===== src/hdl/gti_pkg.sv =====
// ----------------------------------------------------------------------------
// gti_pkg: shared types and constants for the grid triangle index generator
// Index width, register indexes and the cell request passed front to back.
// ----------------------------------------------------------------------------
package gti_pkg;

  localparam int INDEX_BITS = 16;
  localparam int CFG_INDEX_BITS = 2;
  localparam int CFG_DATA_BITS = 16;

  localparam logic [CFG_INDEX_BITS-1:0] CFG_GRID_COLUMNS = 2'd0;
  localparam logic [CFG_INDEX_BITS-1:0] CFG_GRID_ROWS    = 2'd1;
  localparam logic [CFG_INDEX_BITS-1:0] CFG_DOUBLE_SIDED = 2'd2;

  localparam logic [INDEX_BITS-1:0] GRID_RESET_SIZE = 16'd2;

  localparam int CMD_DEPTH = 2;
  localparam int CMD_PTR_BITS = (CMD_DEPTH > 1) ? $clog2(CMD_DEPTH) : 1;
  localparam int CMD_CNT_BITS = $clog2(CMD_DEPTH + 1);

  typedef logic [INDEX_BITS-1:0] index_t;

  typedef struct packed {
    index_t grid_columns;
    index_t grid_rows;
    logic   double_sided;
  } cfg_t;

  // one cell to emit
  typedef struct packed {
    index_t row_pos;
    index_t next_row;
    index_t column_pos;
    index_t grid_columns;
    logic   back_pass;
    logic   grid_done;
  } cmd_t;

endpackage


===== src/hdl/gti_front.sv =====
// ----------------------------------------------------------------------------
// gti_front: cell walker
// Accepts requests, steps the grid position and queues one cell command
// per request that produces triangles.
// ----------------------------------------------------------------------------
module gti_front import gti_pkg::*; (
  input  logic clk,
  input  logic rst_n,
  input  cfg_t cfg,
  input  logic req_valid,
  input  logic req_restart,
  input  logic cmd_full,
  output logic req_ready,
  output logic cmd_push,
  output cmd_t cmd
);

  index_t col_r, col_nxt;
  index_t row_r, row_nxt;
  index_t cnt_r, cnt_nxt;
  logic   back_r, back_nxt;
  logic   fin_r, fin_nxt;

  index_t col_s, row_s, cnt_s, next_row, cnt_dec;
  logic   back_s, fin_s, grid_empty, row_end, accept;

  assign req_ready = !cmd_full;
  assign accept    = req_valid && !cmd_full;

  always_comb begin
    grid_empty = (cfg.grid_columns < GRID_RESET_SIZE) || (cfg.grid_rows < GRID_RESET_SIZE);
    col_s  = req_restart ? '0 : col_r;
    row_s  = req_restart ? '0 : row_r;
    back_s = req_restart ? 1'b0 : back_r;
    if (req_restart) begin
      fin_s = grid_empty;
      cnt_s = grid_empty ? '0 : cfg.grid_rows - 16'd1;
    end else begin
      fin_s = fin_r;
      cnt_s = cnt_r;
    end

    next_row = back_s ? row_s - 16'd1 : row_s + 16'd1;
    cnt_dec  = cnt_s - 16'd1;
    // a row ends once the next column would reach the last vertex column
    row_end  = (cfg.grid_columns < GRID_RESET_SIZE) ||
               (({1'b0, col_s} + 17'd1) >= {1'b0, cfg.grid_columns - 16'd1});

    col_nxt  = col_s;
    row_nxt  = row_s;
    cnt_nxt  = cnt_s;
    back_nxt = back_s;
    fin_nxt  = fin_s;
    if (!fin_s) begin
      if (row_end) begin
        col_nxt = '0;
        row_nxt = next_row;
        cnt_nxt = cnt_dec;
        if (cnt_dec == '0) begin
          if (!back_s && cfg.double_sided && !(cfg.grid_rows < GRID_RESET_SIZE)) begin
            back_nxt = 1'b1;
            row_nxt  = cfg.grid_rows - 16'd1;
            cnt_nxt  = cfg.grid_rows - 16'd1;
          end else begin
            fin_nxt = 1'b1;
          end
        end
      end else begin
        col_nxt = col_s + 16'd1;
      end
    end

    cmd.row_pos      = row_s;
    cmd.next_row     = next_row;
    cmd.column_pos   = col_s;
    cmd.grid_columns = cfg.grid_columns;
    cmd.back_pass    = back_s;
    cmd.grid_done    = fin_nxt;
    cmd_push         = accept && !fin_s;
  end

  always_ff @(posedge clk) begin
    if (!rst_n) begin
      col_r  <= '0;
      row_r  <= '0;
      cnt_r  <= '0;
      back_r <= 1'b0;
      fin_r  <= 1'b1;
    end else if (accept) begin
      col_r  <= col_nxt;
      row_r  <= row_nxt;
      cnt_r  <= cnt_nxt;
      back_r <= back_nxt;
      fin_r  <= fin_nxt;
    end
  end

endmodule


===== src/hdl/gti_cmd_fifo.sv =====
// ----------------------------------------------------------------------------
// gti_cmd_fifo: cell command queue
// Short register queue that decouples the walker from the index datapath.
// ----------------------------------------------------------------------------
module gti_cmd_fifo import gti_pkg::*; (
  input  logic clk,
  input  logic rst_n,
  input  logic push,
  input  cmd_t push_data,
  output logic full,
  input  logic pop,
  output logic empty,
  output cmd_t head
);

  cmd_t mem_r [CMD_DEPTH];
  logic [CMD_PTR_BITS-1:0] wr_ptr_r, wr_ptr_nxt;
  logic [CMD_PTR_BITS-1:0] rd_ptr_r, rd_ptr_nxt;
  logic [CMD_CNT_BITS-1:0] count_r, count_nxt;
  logic do_push, do_pop;

  assign full    = (count_r == CMD_CNT_BITS'(CMD_DEPTH));
  assign empty   = (count_r == '0);
  assign head    = mem_r[rd_ptr_r];
  assign do_push = push && !full;
  assign do_pop  = pop && !empty;

  always_comb begin
    wr_ptr_nxt = wr_ptr_r;
    rd_ptr_nxt = rd_ptr_r;
    count_nxt  = count_r;
    if (do_push) begin
      wr_ptr_nxt = (wr_ptr_r == CMD_PTR_BITS'(CMD_DEPTH - 1)) ? '0 : wr_ptr_r + 1'b1;
    end
    if (do_pop) begin
      rd_ptr_nxt = (rd_ptr_r == CMD_PTR_BITS'(CMD_DEPTH - 1)) ? '0 : rd_ptr_r + 1'b1;
    end
    if (do_push && !do_pop) begin
      count_nxt = count_r + 1'b1;
    end else if (do_pop && !do_push) begin
      count_nxt = count_r - 1'b1;
    end
  end

  always_ff @(posedge clk) begin
    if (!rst_n) begin
      wr_ptr_r <= '0;
      rd_ptr_r <= '0;
      count_r  <= '0;
    end else begin
      wr_ptr_r <= wr_ptr_nxt;
      rd_ptr_r <= rd_ptr_nxt;
      count_r  <= count_nxt;
    end
  end

  always_ff @(posedge clk) begin
    if (do_push) begin
      mem_r[wr_ptr_r] <= push_data;
    end
  end

endmodule


===== src/hdl/gti_back.sv =====
// ----------------------------------------------------------------------------
// gti_back: index datapath
// Multiplies out the two row bases of a cell and emits its two triangles,
// one per cycle while the result is popped.
// ----------------------------------------------------------------------------
module gti_back import gti_pkg::*; (
  input  logic   clk,
  input  logic   rst_n,
  input  logic   cmd_valid,
  input  cmd_t   cmd,
  output logic   cmd_pop,
  output logic   out_empty,
  input  logic   out_pop,
  output index_t out_index_first,
  output index_t out_index_second,
  output index_t out_index_third,
  output logic   out_back_pass,
  output logic   out_cell_last,
  output logic   out_grid_done
);

  logic   valid_r, valid_nxt;
  logic   phase_r, phase_nxt;
  index_t base_cur_r, base_nbr_r;
  logic   back_r, done_r;
  logic   load;
  logic [2*INDEX_BITS-1:0] prod_cur, prod_nbr;
  index_t base_cur, base_nbr;

  assign prod_cur = {{INDEX_BITS{1'b0}}, cmd.row_pos}  * {{INDEX_BITS{1'b0}}, cmd.grid_columns};
  assign prod_nbr = {{INDEX_BITS{1'b0}}, cmd.next_row} * {{INDEX_BITS{1'b0}}, cmd.grid_columns};
  assign base_cur = prod_cur[INDEX_BITS-1:0] + cmd.column_pos;
  assign base_nbr = prod_nbr[INDEX_BITS-1:0] + cmd.column_pos;

  // take the next cell when idle or as the second triangle leaves
  assign load    = cmd_valid && (!valid_r || (out_pop && phase_r));
  assign cmd_pop = load;

  always_comb begin
    valid_nxt = valid_r;
    phase_nxt = phase_r;
    if (load) begin
      valid_nxt = 1'b1;
      phase_nxt = 1'b0;
    end else if (valid_r && out_pop) begin
      if (phase_r) begin
        valid_nxt = 1'b0;
        phase_nxt = 1'b0;
      end else begin
        phase_nxt = 1'b1;
      end
    end
  end

  always_ff @(posedge clk) begin
    if (!rst_n) begin
      valid_r <= 1'b0;
      phase_r <= 1'b0;
    end else begin
      valid_r <= valid_nxt;
      phase_r <= phase_nxt;
    end
  end

  always_ff @(posedge clk) begin
    if (load) begin
      base_cur_r <= base_cur;
      base_nbr_r <= base_nbr;
      back_r     <= cmd.back_pass;
      done_r     <= cmd.grid_done;
    end
  end

  assign out_empty        = !valid_r;
  assign out_index_first  = phase_r ? base_nbr_r + 16'd1 : base_nbr_r;
  assign out_index_second = base_cur_r;
  assign out_index_third  = phase_r ? base_cur_r + 16'd1 : base_nbr_r + 16'd1;
  assign out_back_pass    = back_r;
  assign out_cell_last    = phase_r;
  assign out_grid_done    = phase_r && done_r;

endmodule


===== src/hdl/grid_triangle_index_generator_top.sv =====
// A request accepted by the walker is written into the command queue; the index datapath
//   then loads it from the queue head into its registers and shows its first triangle.
// Throughput: one triangle per cycle on the result side while pop is held and cells are
//   queued; the index datapath's two-triangle emit per cell limits the request rate.
// Requests yielding nothing (finished, empty grid) are taken at one per cycle if not full.
// Reset (synchronous, rst_n low): queues empty, grid finished, registers back to
//   2 columns, 2 rows, single sided.
// ----------------------------------------------------------------------------
// grid_triangle_index_generator_top: regular grid triangle-list indexer
// Configuration registers, walker front, command queue and index back end.
// ----------------------------------------------------------------------------
module grid_triangle_index_generator_top import gti_pkg::*; (
  input  logic                      clk,
  input  logic                      rst_n,
  input  logic                      cfg_we,
  input  logic [CFG_INDEX_BITS-1:0] cfg_index,
  input  logic [CFG_DATA_BITS-1:0]  cfg_data,
  input  logic                      push,
  output logic                      full,
  input  logic                      in_restart,
  output logic                      empty,
  input  logic                      pop,
  output logic [INDEX_BITS-1:0]     out_index_first,
  output logic [INDEX_BITS-1:0]     out_index_second,
  output logic [INDEX_BITS-1:0]     out_index_third,
  output logic                      out_back_pass,
  output logic                      out_cell_last,
  output logic                      out_grid_done
);

  cfg_t cfg_r;
  cmd_t front_cmd, fifo_head;
  logic front_push, fifo_full, fifo_empty, back_pop, front_ready;

  always_ff @(posedge clk) begin
    if (!rst_n) begin
      cfg_r.grid_columns <= GRID_RESET_SIZE;
      cfg_r.grid_rows    <= GRID_RESET_SIZE;
      cfg_r.double_sided <= 1'b0;
    end else if (cfg_we) begin
      unique case (cfg_index)
        CFG_GRID_COLUMNS: cfg_r.grid_columns <= cfg_data[INDEX_BITS-1:0];
        CFG_GRID_ROWS:    cfg_r.grid_rows    <= cfg_data[INDEX_BITS-1:0];
        CFG_DOUBLE_SIDED: cfg_r.double_sided <= cfg_data[0];
        default: ;
      endcase
    end
  end

  gti_front u_front (
    .clk         (clk),
    .rst_n       (rst_n),
    .cfg         (cfg_r),
    .req_valid   (push),
    .req_restart (in_restart),
    .cmd_full    (fifo_full),
    .req_ready   (front_ready),
    .cmd_push    (front_push),
    .cmd         (front_cmd)
  );

  assign full = !front_ready;

  gti_cmd_fifo u_cmd_fifo (
    .clk       (clk),
    .rst_n     (rst_n),
    .push      (front_push),
    .push_data (front_cmd),
    .full      (fifo_full),
    .pop       (back_pop),
    .empty     (fifo_empty),
    .head      (fifo_head)
  );

  gti_back u_back (
    .clk              (clk),
    .rst_n            (rst_n),
    .cmd_valid        (!fifo_empty),
    .cmd              (fifo_head),
    .cmd_pop          (back_pop),
    .out_empty        (empty),
    .out_pop          (pop),
    .out_index_first  (out_index_first),
    .out_index_second (out_index_second),
    .out_index_third  (out_index_third),
    .out_back_pass    (out_back_pass),
    .out_cell_last    (out_cell_last),
    .out_grid_done    (out_grid_done)
  );

endmodule


===== config.mk =====
export PLATFORM = sky130hd
export DESIGN_NAME = grid_triangle_index_generator_top
export DESIGN_NICKNAME = d
export VERILOG_FILES = /design/src/hdl/gti_pkg.sv /design/src/hdl/gti_front.sv /design/src/hdl/gti_cmd_fifo.sv /design/src/hdl/gti_back.sv /design/src/hdl/grid_triangle_index_generator_top.sv
export SDC_FILE = /design/constraint.sdc
export NUM_CORES = 1
export LEC_CHECK = 0
export ABC_AREA = 1
export ABC_CLOCK_PERIOD_IN_PS = 15000
export BUFFER_PORTS_ARGS = -buffer_cell sky130_fd_sc_hd__buf_2
export CAP_MARGIN = 40
export CORE_UTILIZATION = 60
export DETAILED_ROUTE_END_ITERATION = 7
export PLACE_DENSITY = 0.77
export SLEW_MARGIN = 20
export SYNTH_ARGS = -nofsm -noshare
export SYNTH_HDL_FRONTEND = slang
export SYNTH_SLANG_ARGS = --single-unit

===== constraint.sdc =====
create_clock -name clk -period 15 [get_ports clk]
set_input_delay 3 -clock clk [delete_from_list [all_inputs] [get_ports clk]]
set_output_delay 3 -clock clk [all_outputs]
set_load 0.05 [all_outputs]

==> flow_summary.ini, run 1 <==
[global_route]
grt_max_degree = 80
track_usage_pct = 31.04
grt_pass1_vias = 17970
grt_overflow = 0
grt_use_met2_pct = 53.72
use_met3_pct = 4.714
grt.busiest_layer = met2
grtUsageMet1_pct = 38.26
grt_first_pass_wirelength_um = 92050
antenna_found_initial = 0

[floorplanning]
placementRows = 69
io_pins = 77
dieArea_um2 = 37570
dieWidth_um = 193.8
coreArea_um2 = 35910
die_y_um = 193.8
start_util_pct = 61.48

[drt]
drc_errors = 0
avgViaCountPerCell = 5.560
drt_pass1_iterations = 8
ant_nets = 0
drt_iter0_drc = 1521
drt-wirelength-per-cell_um = 17.86
dr_total_vias = 17920
routed_wl_um = 57560

[timing]
fin_worst_skew_ps = 19.56
worst_hold_slack_ps = 453.9
period_needed_ps = 7622
setup_viol = 0
fin_setup_tns_ps = 0
finalHoldViolations = 0
worst_pin_slew_ps = 938.9
fmax_mhz = 131.2
rsz0062_at_grt = no
slew_headroom_pct = 36.99
slew_violations = 0
period_share_pct = 50.82

[placement]
placed_area_um2 = 22980
gp_congestion = 0.9961
dp_hpwl_um = 44770
numPortBuffers = 76

[worst_setup_path]
arrival_ps = 8050
regToRegSetupSlack_ps = 7670
cp-end-kind = register
slowest_stage = inv_2
critical-path-max-stage-delay_ps = 620
worst_path_most_repeated_cell = nand2_1
crit_buf_inv = 6
timing.rr.end = u_back.out_index_second[15]$_DFFE_PP_
rr_worst_depth = 24
worstPathRequired_ps = 15430
crit_fanout = 39
start_kind = input port
cp-startpoint = in_restart
cp_top_family = simple AND/OR/NAND/NOR gates
path_class = input port to register

[synth]
synth_edf_count = 166
async_reset_ff_share_pct = 0
syn-num-nets = 3028
synth_area_um2 = 22080
synth_top_cell_by_area = edfxtp_1
yosysWarnings = 0
synth_seq_cells = 256
synth_cell_types = 50
syn_inst = 2673
ys_top_cells_by_area = edfxtp_1 23%, fa_1 17%, nand2_1 8.8%
synth_most_common_cell = nand2_1
yosysTopAreaCellShare_pct = 22.58
ys_seq_area_share_pct = 30.74
ys_top_cells_by_count = 520 x nand2_1, 517 x inv_1, 281 x nor2_1, 189 x fa_1, 166 x edfxtp_1
synth_ff_type = edfxtp_1
syn_area_per_cell_um2 = 8.260

[worst_hold_path]
hold_class = register to register
hold_start = u_cmd_fifo.rd_ptr_r$_SDFFE_PN0P_
hold_depth = 1

[clock_network]
root_buffer = clkbuf_16
cts_setup_buffers = 0
clockBufferDepth = 3
clk_pin_slew_worst_paths_ps = 60
cts_buffers = 29
postCtsHoldBufs = 0
htreeDepth = 1
cts_tree = done
insertion_delay_ps = 590
cts-resized-gates = 0
cts_sinks = 256

[layout]
finalNetCount = 3094
syn2layout_area_growth_pct = 9.260
drive_gt1_share_pct = 8.219
design_area_um2 = 24120
antenna_cells = 0

[outcome]
outcome = finished, final reports clean

[run]
maxCapViolations = 0
-- cells by family after synthesis --
kind of cell    after synthesis  share of synthesized area, %
buf+inv                     607                         10.58
compound gates              320                         7.673
xor+xnor                    156                         6.222
mux                          23                         1.094
fa+ha+maj                   331                         25.18
flops                       256                         30.74
simple gates                980                         18.51
-- routing by layer --
metal | vias up | share of wire (%)
li1 | 8484 | -
met1 | 8479 | 39
met2 | 768 | 49
met3 | 188 | 7.2
met4 | 0 | 5.0
met5 | - | 0
-- state kept, by name, indices dropped and copies added, names as in the netlist, named ones only --
| register | flops |
|---|---|
| cfg_r | 33 |
| u_back.base_nbr_r | 16 |
| u_back.done_r | 1 |
| u_back.out_back_pass | 1 |
| u_back.out_cell_last | 1 |
| u_back.out_index_second | 16 |
| u_back.valid_r | 1 |
| u_cmd_fifo.count_r | 2 |
| u_cmd_fifo.mem_r | 132 |
| u_cmd_fifo.rd_ptr_r | 1 |
| u_cmd_fifo.wr_ptr_r | 1 |
| u_front.back_r | 1 |
| u_front.cnt_r | 16 |
| u_front.col_r | 16 |
| u_front.fin_r | 1 |
| u_front.row_r | 16 |
-- worst max-delay path by stage --
stage	to	slack [ps]	cells past startpoint
after floorplan	u_cmd_fifo.mem_r[1][0]$_DFFE_PP_	7630	8
after global placement	u_front.row_r[8]$_SDFFE_PN0P_	6980	25
after detailed placement	u_front.cnt_r[0]$_SDFFE_PN0P_	6860	25
after CTS	u_front.row_r[3]$_SDFFE_PN0P_	7420	25
after global routing	u_front.row_r[1]$_SDFFE_PN0P_	6860	25
final	u_front.row_r[6]$_SDFFE_PN0P_	7380	25
-- cell usage in the layout (no fill, tap or decap), types with 75 or more instances in the layout --
cell,instances
nand2_1,520
inv_1,517
nor2_1,279
fa_1,189
edfxtp_1,166
ha_1,142
o21ai_0,135
a21oi_1,133
xor2_1,105
dfxtp_1,89
buf_2,79
nand3_1,75
-- metrics by stage --
step | instances | worst slack (ps) | util (%)
2_1_floorplan | 2673 | 7635 | -
3_3_place_gp | 3163 | 6978 | 63.97
3_5_place_dp | 3165 | 6858 | 63.99
4_1_cts | 3219 | 7422 | 66.96
5_1_grt | 3223 | 6855 | 67.17
6_report | 3223 | 7378 | 67.17
-- layout make-up --
cell class	instances	area, µm²
clock buffer	35	820.8
timing repair buffer	114	705.7
clock inverter	19	244.0
fill	2972	11790
sequential	256	6790
multi-input combinational	1810	13000
tap	461	576.8
inverter	528	1983
Power of run 1 is not shown: default switching activity piles up to over one toggle a cycle in this logic, so the estimate is an artifact.
==> run 2, diff against run 1 <==
- ABC_CLOCK_PERIOD_IN_PS: 15000 -> 8000
- clock period: 15 -> 8 ns (I/O delays scaled with it)
==> flow_summary.ini, run 2 (synthesis gave the netlist of run 1 again) <==
[clock_network]
cts_buffers = 27
htreeDepth = 1
cts_setup_buffers = 0
cts-resized-gates = 0
clk_pin_slew_worst_paths_ps = 70
root_buffer = clkbuf_16
cts_tree = done
cts_sinks = 256
postCtsHoldBufs = 0
clockBufferDepth = 3
insertion_delay_ps = 570

[timing]
worst_pin_slew_ps = 848.6
slew_violations = 0
fin_worst_skew_ps = 12.85
setup_viol = 0
fmax_mhz = 143.9
period_needed_ps = 6947
fin_setup_tns_ps = 0
rsz0062_at_grt = no
period_share_pct = 86.84
finalHoldViolations = 0
slew_headroom_pct = 41.81

[floorplanning]
start_util_pct = 61.48
dieArea_um2 = 37570
io_pins = 77
coreArea_um2 = 35910
dieWidth_um = 193.8
placementRows = 69
die_y_um = 193.8

[drt]
routed_wl_um = 59260
drc_errors = 0
dr_total_vias = 17910
drt_iter0_drc = 1186
ant_nets = 0
avgViaCountPerCell = 5.544
drt-wirelength-per-cell_um = 18.35
drt_pass1_iterations = 8

[worst_setup_path]
arrival_ps = 7240
timing.rr.end = u_back.out_index_second[15]$_DFFE_PP_
worst_path_most_repeated_cell = fa_1
setup.worst_path.end = u_back.out_index_second[15]$_DFFE_PP_
rr_worst_depth = 19
crit_buf_inv = 4
cp_top_family = adder cells
crit_chain = buf_4 -> nand2_1 -> o21ai_1 -> clkinv_1 -> nand2_1 -> fa_1 -> inv_1 -> fa_1 -> inv_1 -> fa_1 -> fa_1 -> fa_1 -> fa_1 -> xor2_1 -> xor2_1 -> xnor2_1 -> xor2_1 -> xor2_1 -> xor2_1
worstPathRequired_ps = 8300
regToRegSetupSlack_ps = 1050
slowest_stage = dfxtp_4
path_depth = 19
cp-end-kind = register
crit_fanout = 56
critical-path-max-stage-delay_ps = 740
start_kind = register
path_class = register to register

[layout]
final_cell_mix = 520 x nand2_1, 517 x inv_1, 279 x nor2_1
reg_top3 = u_cmd_fifo.mem_r x132, cfg_r x33
top_register = u_cmd_fifo.mem_r
final_common_cell = nand2_1
antenna_cells = 0
utilization_pct = 67.02
syn2layout_area_growth_pct = 9.011
finalNetCount = 3104
largest_reg_flops = 132
drive_gt1_share_pct = 8.378

[global_route]
track_usage_pct = 32.22
grt_pass1_vias = 18240
grt_max_degree = 80
grt_overflow = 0
grt_first_pass_wirelength_um = 94490
antenna_found_initial = 0

[outcome]
outcome = finished, final reports clean

[placement]
numPortBuffers = 76
gp_congestion = 0.9514
dp_hpwl_um = 46920

[worst_hold_path]
hold_class = register to register

[run]
maxCapViolations = 0
run 2: cell count changes in the layout (fill, tap and decap cells not counted), sizes merged:
cell      change
buf          +10
clkbuf        -3
inv           +2
bufinv        -1
clkinvlp      -1
run 2: how the worst min path moves through the flow:
stage	start	end	slack (ps)	depth (start not counted)
after floorplan	u_cmd_fifo.rd_ptr_r$_SDFFE_PN0P_	register	430	1
after global placement	u_cmd_fifo.rd_ptr_r$_SDFFE_PN0P_	register	430	1
after detailed placement	u_cmd_fifo.rd_ptr_r$_SDFFE_PN0P_	register	450	1
after CTS	u_cmd_fifo.rd_ptr_r$_SDFFE_PN0P_	register	460	1
after global routing	u_front.row_r[0]$_SDFFE_PN0P_	u_front.row_r[0]$_SDFFE_PN0P_	480	2
final	u_cmd_fifo.rd_ptr_r$_SDFFE_PN0P_	register	460	1
run 2: through the flow:
| stage | hold WS [ps] | cell area, µm² | worst slack, ps | instances |
|---|---|---|---|---|
| floorplan | 425.5 | 22080 | 2011 | 2673 |
| global placement | 426.3 | 23000 | 1195 | 3166 |
| detailed placement | 445.3 | 23090 | 1069 | 3178 |
| CTS | 458.3 | 24010 | 1039 | 3227 |
| global route | 484.5 | 24070 | 700.9 | 3230 |
| finish | 462.0 | 24070 | 1053 | 3230 |
run 2: layer usage:
layer	track usage (%)	wire (µm)
met3	5.010	3975
met4	16.78	3504
met1	38.47	22910
met5	0	0
met2	56.32	28880
run 2: cell type report:
| cell class | count | area [µm²] |
|---|---|---|
| multi-input combinational | 1810 | 13000 |
| fill | 2961 | 11850 |
| clock inverter | 19 | 234.0 |
| sequential | 256 | 6790 |
| timing repair buffer | 126 | 794.5 |
| clock buffer | 30 | 686.9 |
| tap | 461 | 576.8 |
| inverter | 528 | 1983 |
Power of run 2 is left out for the same reason.
